File: src/design/isl_pkg.sv
// shared types and constants of the indexed shift list unit
// no dependencies
package isl_pkg;

  localparam int unsigned FIELD_W   = 32;
  localparam int unsigned POS_W     = 4;
  localparam int unsigned CAP_W     = 5;
  localparam int unsigned CNT_OUT_W = 5;
  localparam logic [CAP_W-1:0] CAP_RESET = 5'd16;

  typedef enum logic [1:0] {
    MODE_PUSH   = 2'd0,
    MODE_POP    = 2'd1,
    MODE_INSERT = 2'd2,
    MODE_REMOVE = 2'd3
  } mode_e;

  typedef enum logic [1:0] {
    ST_OK    = 2'd0,
    ST_RANGE = 2'd1,
    ST_FULL  = 2'd2,
    ST_EMPTY = 2'd3
  } status_e;

  typedef enum logic {
    CTRL_IDLE = 1'b0,
    CTRL_HOLD = 1'b1
  } ctrl_state_e;

  typedef struct packed {
    mode_e              mode;
    logic [POS_W-1:0]   position;
    logic [FIELD_W-1:0] entry_in;
  } in_word_t;

  typedef struct packed {
    logic [FIELD_W-1:0]   entry_out;
    status_e              status;
    logic [CNT_OUT_W-1:0] count_after;
  } out_word_t;

  // controller to datapath commands
  typedef struct packed {
    logic exec;
    logic cfg_we;
  } cmd_t;

endpackage

File: src/design/indexed_shift_list_unit.sv
// Indexed shift list: an ordered list of up to DEPTH entries with push, pop,
// insert at an index and remove at an index. Each entry lives in its own
// register cell, so an insert or remove shift writes all cells together; one
// word is accepted per clock while the output is not stalled; its result word
// appears on the output register in the cycle after acceptance; a new word can
// be taken in the same cycle the previous result is drained. The output stall
// backs up to the input stall combinationally. The capacity register may be
// written at any time the list is idle and takes effect on the next word. No
// clearing pass after reset. Depends on isl_pkg, isl_ctrl and isl_datapath.
module indexed_shift_list_unit #(
  parameter int unsigned DEPTH      = 16,
  parameter int unsigned ENTRY_BITS = 32
) (
  input  logic                      clk_i,
  input  logic                      rst_ni,
  input  logic                      in_valid_i,
  output logic                      in_stall_o,
  input  isl_pkg::in_word_t         in_word_i,
  output logic                      out_valid_o,
  input  logic                      out_stall_i,
  output isl_pkg::out_word_t        out_word_o,
  input  logic                      cfg_valid_i,
  output logic                      cfg_ready_o,
  input  logic [isl_pkg::CAP_W-1:0] cfg_data_i
);
  import isl_pkg::*;

  cmd_t cmd;

  isl_ctrl u_ctrl (
    .clk_i       (clk_i),
    .rst_ni      (rst_ni),
    .in_valid_i  (in_valid_i),
    .in_stall_o  (in_stall_o),
    .out_valid_o (out_valid_o),
    .out_stall_i (out_stall_i),
    .cfg_valid_i (cfg_valid_i),
    .cfg_ready_o (cfg_ready_o),
    .cmd_o       (cmd)
  );

  isl_datapath #(
    .DEPTH      (DEPTH),
    .ENTRY_BITS (ENTRY_BITS)
  ) u_datapath (
    .clk_i      (clk_i),
    .rst_ni     (rst_ni),
    .cmd_i      (cmd),
    .in_word_i  (in_word_i),
    .cfg_data_i (cfg_data_i),
    .out_word_o (out_word_o)
  );

endmodule

File: src/design/isl_ctrl.sv
// handshake controller of the indexed shift list unit
// depends on isl_pkg
module isl_ctrl (
  input  logic          clk_i,
  input  logic          rst_ni,
  input  logic          in_valid_i,
  output logic          in_stall_o,
  output logic          out_valid_o,
  input  logic          out_stall_i,
  input  logic          cfg_valid_i,
  output logic          cfg_ready_o,
  output isl_pkg::cmd_t cmd_o
);
  import isl_pkg::*;

  ctrl_state_e state_q, state_d;
  logic        accept;

  always_ff @(posedge clk_i or negedge rst_ni) begin
    if (!rst_ni) begin
      state_q <= CTRL_IDLE;
    end else begin
      state_q <= state_d;
    end
  end

  always_comb begin
    state_d     = state_q;
    in_stall_o  = 1'b0;
    out_valid_o = 1'b0;
    accept      = 1'b0;
    case (state_q)
      CTRL_IDLE: begin
        accept = in_valid_i;
        if (accept) begin
          state_d = CTRL_HOLD;
        end
      end
      CTRL_HOLD: begin
        out_valid_o = 1'b1;
        // result slot frees up in the same cycle it is taken
        in_stall_o  = out_stall_i;
        accept      = in_valid_i && !out_stall_i;
        if (!out_stall_i && !accept) begin
          state_d = CTRL_IDLE;
        end
      end
      default: begin
        state_d = CTRL_IDLE;
      end
    endcase
  end

  assign cfg_ready_o  = 1'b1;
  assign cmd_o.exec   = accept;
  assign cmd_o.cfg_we = cfg_valid_i;

endmodule

File: src/design/isl_datapath.sv
// entry cells, length count, capacity register and result register
// depends on isl_pkg
module isl_datapath #(
  parameter int unsigned DEPTH      = 16,
  parameter int unsigned ENTRY_BITS = 32
) (
  input  logic                         clk_i,
  input  logic                         rst_ni,
  input  isl_pkg::cmd_t                cmd_i,
  input  isl_pkg::in_word_t            in_word_i,
  input  logic [isl_pkg::CAP_W-1:0]    cfg_data_i,
  output isl_pkg::out_word_t           out_word_o
);
  import isl_pkg::*;

  localparam int unsigned CW = $clog2(DEPTH + 1);
  localparam int unsigned IW = $clog2(DEPTH);
  localparam int unsigned WW = (CW > CAP_W) ? CW : CAP_W;

  logic [CW-1:0]         count_q, count_d;
  logic [CAP_W-1:0]      cap_q;
  logic [ENTRY_BITS-1:0] cell_q     [DEPTH];
  logic [ENTRY_BITS-1:0] cell_d     [DEPTH];
  logic                  cell_we    [DEPTH];
  logic [ENTRY_BITS-1:0] below_v    [DEPTH];
  logic [ENTRY_BITS-1:0] above_v    [DEPTH];

  logic [WW-1:0]         count_w, pos_w, cap_w, cm1_w, cnt_next_w;
  logic                  full, grow, shrink, ok;
  status_e               status;
  logic [IW-1:0]         rd_idx;
  logic [ENTRY_BITS-1:0] val, taken;
  logic [FIELD_W-1:0]    taken_field;

  // entry width adaption in both directions
  if (ENTRY_BITS <= FIELD_W) begin : g_narrow
    assign val = in_word_i.entry_in[ENTRY_BITS-1:0];
    if (ENTRY_BITS < FIELD_W) begin : g_pad
      assign taken_field = {{(FIELD_W - ENTRY_BITS){1'b0}}, taken};
    end else begin : g_same
      assign taken_field = taken;
    end
  end else begin : g_wide
    assign val         = {{(ENTRY_BITS - FIELD_W){1'b0}}, in_word_i.entry_in};
    assign taken_field = taken[FIELD_W-1:0];
  end

  // neighbour taps of every cell
  for (genvar g = 0; g < DEPTH; g++) begin : g_taps
    if (g == 0) begin : g_first
      assign below_v[g] = '0;
    end else begin : g_below
      assign below_v[g] = cell_q[g-1];
    end
    if (g == DEPTH - 1) begin : g_last
      assign above_v[g] = '0;
    end else begin : g_above
      assign above_v[g] = cell_q[g+1];
    end
  end

  always_comb begin
    count_w = WW'(count_q);
    pos_w   = WW'(in_word_i.position);
    cap_w   = WW'(cap_q);
    cm1_w   = count_w - WW'(1);
    full    = (count_w >= cap_w) || (count_w >= WW'(DEPTH));
    status  = ST_OK;
    case (in_word_i.mode)
      MODE_PUSH: begin
        if (full) status = ST_FULL;
      end
      MODE_POP: begin
        if (count_q == '0) status = ST_EMPTY;
      end
      MODE_INSERT: begin
        if (pos_w >= count_w) status = ST_RANGE;
        else if (full)        status = ST_FULL;
      end
      default: begin
        if (pos_w >= count_w) status = ST_RANGE;
      end
    endcase
    ok     = (status == ST_OK);
    grow   = ok && ((in_word_i.mode == MODE_PUSH) || (in_word_i.mode == MODE_INSERT));
    shrink = ok && ((in_word_i.mode == MODE_POP) || (in_word_i.mode == MODE_REMOVE));

    if (grow)        cnt_next_w = count_w + WW'(1);
    else if (shrink) cnt_next_w = cm1_w;
    else             cnt_next_w = count_w;
    count_d = cnt_next_w[CW-1:0];

    rd_idx = (in_word_i.mode == MODE_POP) ? cm1_w[IW-1:0] : pos_w[IW-1:0];
    taken  = shrink ? cell_q[rd_idx] : '0;
  end

  // per-cell update, all cells of a shift are written in the same cycle
  always_comb begin
    for (int i = 0; i < DEPTH; i++) begin
      cell_d[i]  = cell_q[i];
      cell_we[i] = 1'b0;
      if (cmd_i.exec && ok) begin
        case (in_word_i.mode)
          MODE_PUSH: begin
            if (WW'(i) == count_w) begin
              cell_d[i]  = val;
              cell_we[i] = 1'b1;
            end
          end
          MODE_INSERT: begin
            if (WW'(i) == pos_w) begin
              cell_d[i]  = val;
              cell_we[i] = 1'b1;
            end else if (WW'(i) > pos_w && WW'(i) <= count_w) begin
              cell_d[i]  = below_v[i];
              cell_we[i] = 1'b1;
            end
          end
          MODE_REMOVE: begin
            if (WW'(i) >= pos_w && (WW'(i) + WW'(1)) < count_w) begin
              cell_d[i]  = above_v[i];
              cell_we[i] = 1'b1;
            end
          end
          default: begin
            cell_we[i] = 1'b0;
          end
        endcase
      end
    end
  end

  for (genvar g = 0; g < DEPTH; g++) begin : g_cells
    always_ff @(posedge clk_i) begin
      if (cell_we[g]) begin
        cell_q[g] <= cell_d[g];
      end
    end
  end

  always_ff @(posedge clk_i or negedge rst_ni) begin
    if (!rst_ni) begin
      count_q <= '0;
      cap_q   <= CAP_RESET;
    end else begin
      if (cmd_i.exec) begin
        count_q <= count_d;
      end
      if (cmd_i.cfg_we) begin
        cap_q <= cfg_data_i;
      end
    end
  end

  always_ff @(posedge clk_i) begin
    if (cmd_i.exec) begin
      out_word_o.entry_out   <= taken_field;
      out_word_o.status      <= status;
      out_word_o.count_after <= cnt_next_w[CNT_OUT_W-1:0];
    end
  end

endmodule

File: config.mk
export PLATFORM = sky130hd
export DESIGN_NAME = indexed_shift_list_unit
export DESIGN_NICKNAME = d
export VERILOG_FILES = /design/src/design/isl_pkg.sv /design/src/design/indexed_shift_list_unit.sv /design/src/design/isl_ctrl.sv /design/src/design/isl_datapath.sv
export SDC_FILE = /design/constraint.sdc
export NUM_CORES = 1
export LEC_CHECK = 0
export BUFFER_PORTS_ARGS = -buffer_cell sky130_fd_sc_hd__clkbuf_2
export CAP_MARGIN = 20
export CORE_MARGIN = 5
export CORE_UTILIZATION = 45
export CTS_CLUSTER_SIZE = 24
export DETAILED_ROUTE_END_ITERATION = 7
export PLACE_DENSITY = 0.66
export SKIP_CTS_REPAIR_TIMING = 1
export SYNTH_ARGS = -nofsm -noshare
export SYNTH_HDL_FRONTEND = slang
export SYNTH_SLANG_ARGS = --single-unit
File: constraint.sdc
create_clock -name clk_i -period 11.8 [get_ports clk_i]
set_input_delay 2.36 -clock clk_i [delete_from_list [all_inputs] [get_ports clk_i]]
set_output_delay 2.36 -clock clk_i [all_outputs]
set_load 0.01 [all_outputs]
==> results of run 1 <==
[worst paths after layout]
check / startpoint / end / slack, ns / depth (start not counted)
max in group asynchronous: rst_ni / u_datapath.cap_q[4] / 9.89 / 1
hold / removal: u_datapath.cap_q[4] / u_datapath.cap_q[4] / 0.51 / 2
min in group asynchronous: rst_ni / u_ctrl.state_q / 1.61 / 1
setup / recovery: in_word_i[36] / u_datapath.out_word_o[16] / 5.69 / 9
setup reg to reg: u_datapath.count_q[2] / u_datapath.cell_q[6][30] / 6.83 / 11
hold reg to reg: u_datapath.cap_q[4] / u_datapath.cap_q[4] / 0.51 / 2
[cells by family after synthesis]
group | after synthesis | synth area share [%]
AO/OA/AOI/OAI | 1102 | 25.7
buffers and inverters | 380 | 4.64
adder cells (fa/ha/maj) | 14 | 0.523
flip-flops | 562 | 50.2
other | 1 | 0.0112
AND/OR/NAND/NOR | 363 | 5.24
multiplexers | 450 | 13.5
XOR/XNOR | 9 | 0.235
[metal layers]
layer,routed length [um],up-vias,GRT usage [%]
met5,26,-,0
met4,4220,4,10.1
met3,12300,306,6.23
met2,53100,1825,44.1
met1,46000,13500,37.9
li1,-,11200,-
[Yosys cell counts, types with 4 or more instances]
library cell               number  area share, %
sky130_fd_sc_hd__a22o_1       769             20
sky130_fd_sc_hd__edfxtp_1     551             49
sky130_fd_sc_hd__mux2i_1      449             13
sky130_fd_sc_hd__clkbuf_1     252            2.8
sky130_fd_sc_hd__nor2_1       140            1.6
sky130_fd_sc_hd__o21ai_0      131            2.0
sky130_fd_sc_hd__a21oi_1      115            1.7
sky130_fd_sc_hd__or3_1         89            1.7
sky130_fd_sc_hd__nand2_1       71           0.80
sky130_fd_sc_hd__buf_2         64           0.96
sky130_fd_sc_hd__buf_1         38           0.43
sky130_fd_sc_hd__o22ai_1       35           0.65
sky130_fd_sc_hd__ha_1          14           0.52
sky130_fd_sc_hd__inv_1         14           0.16
sky130_fd_sc_hd__dfrtp_1       10           0.75
sky130_fd_sc_hd__nand3_1       10           0.15
sky130_fd_sc_hd__and2_1         9           0.17
sky130_fd_sc_hd__buf_4          9           0.20
sky130_fd_sc_hd__nor3_1         9           0.13
sky130_fd_sc_hd__o31ai_1        9           0.20
sky130_fd_sc_hd__o21ai_1        8           0.12
sky130_fd_sc_hd__xnor2_1        7           0.18
sky130_fd_sc_hd__and3_1         6           0.11
sky130_fd_sc_hd__nand2b_1       6           0.11
sky130_fd_sc_hd__nor3_2         6           0.18
sky130_fd_sc_hd__a22oi_1        5           0.11
sky130_fd_sc_hd__nor2b_1        5          0.093
sky130_fd_sc_hd__a31oi_1        4          0.075
sky130_fd_sc_hd__o211ai_1       4          0.090
[power breakdown]
group	internal [W]	leakage, nW	switching (W)	total, W
logic	0.000595	7.84	0.000946	0.00154
clock network	0.00101	0.896	0.000834	0.00185
registers	0.00239	5.16	0.000137	0.00252
total	0.00399	13.9	0.00192	0.00591
[stage by stage]
| stage | utilization (%) | setup WS, ns | hold WS (ns) | cell area [um^2] | total power (W) |
|---|---|---|---|---|---|
| floorplan | - | 4.13 | 0.480 | 33500 | 0.00358 |
| global placement | 46.8 | 5.24 | 0.496 | 34600 | 0.00402 |
| detailed placement | 46.8 | 5.09 | 0.510 | 34700 | 0.00406 |
| CTS | 49.4 | 5.77 | 0.518 | 36600 | 0.00590 |
| global route | 49.4 | 5.58 | 0.544 | 36600 | 0.00611 |
| finish | 49.4 | 5.69 | 0.514 | 36600 | 0.00591 |
[final cells by class]
| type | instances | area [um^2] | area share [%] |
|---|---|---|---|
| repair buffers | 155 | 1100 | 3.00 |
| well taps | 969 | 1210 | 3.31 |
| clock inverters | 35 | 280 | 0.765 |
| inverters | 15 | 57.6 | 0.157 |
| diodes | 2 | 5.00 | 0.0137 |
| multi-input cells | 1939 | 15600 | 42.5 |
| clock buffers | 75 | 1580 | 4.31 |
| flip-flops and latches | 562 | 16800 | 45.9 |
[state kept, by name, summed over array words and instances (netlist names)]
name and flops:
u_ctrl.state_q 1, u_datapath.cap_q 5, u_datapath.count_q 5, u_datapath.out_word_o 39, u_datapath.cell_q 512
[critical path, delay by kind of cell]
family | cells | cell delay [ns]
buf+inv | 3 | 2.09
compound gates | 1 | 0.10
mux | 4 | 0.98
simple gates | 1 | 0.75
==> flow_summary_export.csv, run 1 <==
group,metric,value,unit
clocking,clkSlewWorstSetupHoldPaths,0.06,ns
layout,fin_nets,2795,
logic_synthesis,netlist_area,33500,um^2
flow_run,cap_violations,0,
run_status,run_status,"finished clean",
clocking,clockBufferDepth,3,
route,wl_per_cell,30.8,um
floorplanning,dieWidth,283,um
layout,final_common_cell,"sky130_fd_sc_hd__a22o_1",
logic_synthesis,seq_area_frac_synth,50.2,%
floorplanning,die_y,283,um
sta,tns,0,ns
place,place.detailed.instances,3638,
global_routing,grt_start_max_net_pins,219,
power,power_density_normalized_to_cell_area,161,nW/um^2
logic_synthesis,asyncSetResetFlopFracSynth,1.96,%
power,worst_ir_drop_vdd,0.000126,V
logic_synthesis,synthCells,2881,
route,dr_total_vias,26800,
setup_path,critical_path_class,"in -> reg",
setup_path,worstPathArrival,6.48,ns
place,hpwlAfterDp,63800,um
setup_path,cp_data_required_time,12.17,ns
setup_path,critPathMaxStageDelay,0.91,ns
clocking,clock_latency,0.65,ns
global_routing,grt_pass1_vias,26100,
power,static-leakage-power,13.9,nW
global_routing,grt_pass1_wl,172000,um
setup_path,crit_path_top_cell_by_count,"sky130_fd_sc_hd__mux2i_1",
global_routing,grt.total_usage,27.8,%
floorplanning,starting_density,45.2,%
sta,report.final.slew_viol_count,0,
global_routing,antenna_found_initial,5,
setup_path,crit_path_launch_type,"input pin",
global_routing,globalRoute.totalOverflow,0,
sta,fin_crit,6.11,ns
clocking,clock_tree.htree_level_count,2,
route,firstDrtPassIters,7,
sta,worst_slew_margin_rel,17.1,%
layout,area_delta_synth_final,9.34,%
logic_synthesis,synth_seq_cells,562,
sta,worst_pin_slew,1.24,ns
setup_path,critical-path-slowest-cell,"sky130_fd_sc_hd__buf_4",
route,route.detailed.drc,0,
layout,layout.cells.most_common_list,"sky130_fd_sc_hd__a22o_1, sky130_fd_sc_hd__edfxtp_1, sky130_fd_sc_hd__mux2i_1",
clocking,numCtsBuffers,60,
sta,skew,0.0321,ns
setup_path,worstPathMaxFanout,139,
sta,final_cycle_utilization_of_the_critical_path,51.8,%
layout,fraction_of_final_layout_cells_sized_beyond_drive_strength_1,10.6,%
floorplanning,core.rowCount,100,
clocking,cts_tree,"done",
clocking,cts_root_buffer,"sky130_fd_sc_hd__clkbuf_16",
sta,fmaxAchievable,164,MHz
logic_synthesis,ys_warn_count,0,
route,viasPerCell,7.14,
layout,n_fill_cell,6461,
logic_synthesis,ys_dominant_reg_cell,"sky130_fd_sc_hd__edfxtp_1",
floorplanning,design.portCount,90,
route,ant_nets,0,
route,drt_iter0_markers,3845,
sta,finalHoldViolCount,0,
setup_path,critical_path.endpoint_type,"register",
place,numPortBuffers,88,
floorplanning,core_area,74100,um^2
layout,finish.cell_count_without_fillers,3752,
sta,finalSetupViolCount,0,
floorplanning,dieArea,80000,um^2
logic_synthesis,avgSynthCellArea,11.6,um^2
hold_path,timing.hold.worst.class,"reg -> reg",
logic_synthesis,synth.distinct_cells,58,
logic_synthesis,synth_nets,2943,
logic_synthesis,synth-edff-count,551,
clocking,numClockSinks,562,
route,drt_wl_total,116000,um
sta,grt_setup_unrepaired,"no",
setup_path,path_cells,"buf_8 > nor2b_1 > mux2i_4 > buf_12 > buf_4 > mux2i_1 > mux2i_1 > mux2i_1 > o22ai_1",
place,routabilityCongestion,0.885,
(Power assumes the default switching activity.)
==> run 2: changes to the inputs <==
- clock period: 11.8 -> 5.95 ns (I/O delays scaled with it)
==> run 2 against run 1 <==
Sequential share of layout area shrank 0.20 points. Largest power group unchanged. Via count grew 1.5%. Wire length grew 3.6%.
==> flow_summary_export.csv, run 2 (synthesized netlist as in run 1, its figures left out) <==
group,metric,value,unit
clocking,numCtsBuffers,59,
global_routing,grt.total_usage,28.8,%
setup_path,crit_path_top_cell_by_count,"sky130_fd_sc_hd__buf_4",
route,viasPerCell,7.20,
floorplanning,dieWidth,283,um
flow_run,cap_violations,0,
power,worst_ir_drop_vdd,0.000254,V
global_routing,globalRoute.totalOverflow,0,
layout,final_common_cell,"sky130_fd_sc_hd__a22o_1",
sta,tns,0,ns
global_routing,grt_pass1_vias,26400,
power,finalPower,0.0117,W
sta,worst_pin_slew,1.17,ns
layout,fraction_of_final_layout_cells_sized_beyond_drive_strength_1,11.6,%
layout,final-seq-area,16800,um^2
layout,largest_registers,"u_datapath.cell_q: 512 flops, u_datapath.out_word_o: 39 flops",
route,firstDrtPassIters,6,
sta,final_cycle_utilization_of_the_critical_path,73.0,%
setup_path,timing.rr.start,"u_datapath.count_q[2]",
place,hpwlAfterDp,67100,um
sta,skew,0.0283,ns
setup_path,crit_path_launch_type,"input pin",
floorplanning,starting_density,45.2,%
route,route.detailed.drc,0,
setup_path,critical_path.endpoint_type,"register",
setup_path,critical-path-slowest-cell,"sky130_fd_sc_hd__nor2_4",
sta,finalHoldViolCount,0,
place,numPortBuffers,88,
run_status,run_status,"finished clean",
setup_path,worstPathArrival,4.63,ns
sta,grt_setup_unrepaired,"no",
clocking,clkSlewWorstSetupHoldPaths,0.06,ns
clocking,clock_tree.htree_level_count,2,
route,ant_nets,0,
clocking,numClockSinks,562,
power,static-leakage-power,14.0,nW
setup_path,critPathMaxStageDelay,0.75,ns
floorplanning,die_y,283,um
power,power_density_normalized_to_cell_area,319,nW/um^2
sta,worst_slew_margin_rel,22.1,%
layout,top_register,"u_datapath.cell_q",
sta,fmaxAchievable,230,MHz
layout,n_fill_cell,6420,
route,dr_total_vias,27200,
setup_path,worstPathMaxFanout,18,
setup_path,timing.critical_path.max_delay_family,"buffers and inverters",
floorplanning,dieArea,80000,um^2
route,drt_wl_total,120000,um
clocking,cts_tree,"done",
layout,layout.cells.most_common_list,"sky130_fd_sc_hd__a22o_1, sky130_fd_sc_hd__edfxtp_1, sky130_fd_sc_hd__mux2i_1",
sta,report.final.slew_viol_count,0,
route,drt_iter0_markers,4300,
clocking,cts_root_buffer,"sky130_fd_sc_hd__clkbuf_16",
setup_path,critical_path_class,"in -> reg",
clocking,clockBufferDepth,3,
global_routing,grt_start_max_net_pins,100,
floorplanning,design.portCount,90,
floorplanning,core_area,74100,um^2
layout,multi_input_area,15600,um^2
place,routabilityCongestion,0.863,
hold_path,timing.hold.worst.class,"in -> async",
setup_path,reg2reg_to,"u_datapath.cell_q[15][25]",
layout,area_delta_synth_final,9.81,%
setup_path,path_cells,"clkbuf_2 > inv_1 > ha_1 > nor2b_1 > o21ai_0 > a21oi_1 > o211ai_1 > or2_1 > buf_4 > nor2_4 > buf_4",
setup_path,cp_data_required_time,6.24,ns
global_routing,grt_pass1_wl,176000,um
layout,fin_nets,2816,
route,wl_per_cell,31.7,um
global_routing,antenna_found_initial,10,
sta,fin_crit,4.34,ns
setup_path,r2r_setup_slack,1.66,ns
setup_path,critPathBufInv,4,
sta,finalSetupViolCount,0,
clocking,clock_latency,0.64,ns
layout,largest_register_ff_count,512,
setup_path,r2r.worst_path.cells,10,
floorplanning,core.rowCount,100,
[run 2: cell types whose count changed in the layout (fill, tap and decap cells not counted), sizes merged]
cell	delta
buf	+22
clkbuf	-5
clkinvlp	+2
diode	+5
[run 2: worst max path at each step]
stage | slack (ns) | startpoint | endpoint | depth (start not counted)
finish | 1.61 | in_word_i[32] | u_datapath.cell_q[15][25] | 11
global route | 1.45 | in_word_i[32] | u_datapath.cell_q[1][29] | 11
CTS | 1.69 | in_word_i[32] | u_datapath.cell_q[1][29] | 11
detailed placement | 1.03 | in_word_i[32] | u_datapath.cell_q[15][25] | 11
global placement | 1.05 | in_word_i[32] | u_datapath.cell_q[15][25] | 11
floorplan | 0.21 | out_stall_i | u_datapath.cell_q[5][0] | 5
[run 2: where the power goes]
part / switching, W / internal [W] / leakage [nW]
clock network: 0.00165 / 0.00197 / 0.892
registers: 0.000231 / 0.00473 / 5.16
logic: 0.00194 / 0.00120 / 7.94
[run 2: per-stage QoR]
step	hold slack (ns)	setup WS (ns)	util (%)	instance area, um^2	std cells
after floorplan	0.480	0.209	-	33500	2881
after global placement	0.494	1.05	47.1	34900	3658
after detailed placement	0.527	1.03	47.1	34900	3661
after CTS	0.408	1.69	49.6	36700	3768
after global routing	0.443	1.45	49.6	36800	3773
final	0.434	1.61	49.6	36800	3776
[run 2: final cells by class]
class | instances | share of cell area [%]
flip-flops and latches | 562 | 45.7
inverters | 15 | 0.157
multi-input cells | 1939 | 42.3
clock buffers | 70 | 4.19
clock inverters | 37 | 0.806
diodes | 7 | 0.0476
repair buffers | 177 | 3.42
well taps | 969 | 3.30
[run 2: worst register-to-register path, stage by stage (launching register included)]
cell,delay (ns)
sky130_fd_sc_hd__dfrtp_1,0.75
sky130_fd_sc_hd__inv_1,0.17
sky130_fd_sc_hd__ha_1,0.33
sky130_fd_sc_hd__a211oi_1,0.22
sky130_fd_sc_hd__o21ai_0,0.18
sky130_fd_sc_hd__a21oi_1,0.33
sky130_fd_sc_hd__o211ai_1,0.17
sky130_fd_sc_hd__or2_1,0.32
sky130_fd_sc_hd__buf_4,0.26
sky130_fd_sc_hd__nor2_4,0.75
sky130_fd_sc_hd__buf_4,0.48
[run 2: layer usage]
metal	track usage, %	vias to the layer above	wire length [um]
li1	-	11200	-
met1	38.8	13600	46200
met2	44.8	1958	54300
met3	6.54	369	13200
met4	12.9	6	6050
met5	0	-	44
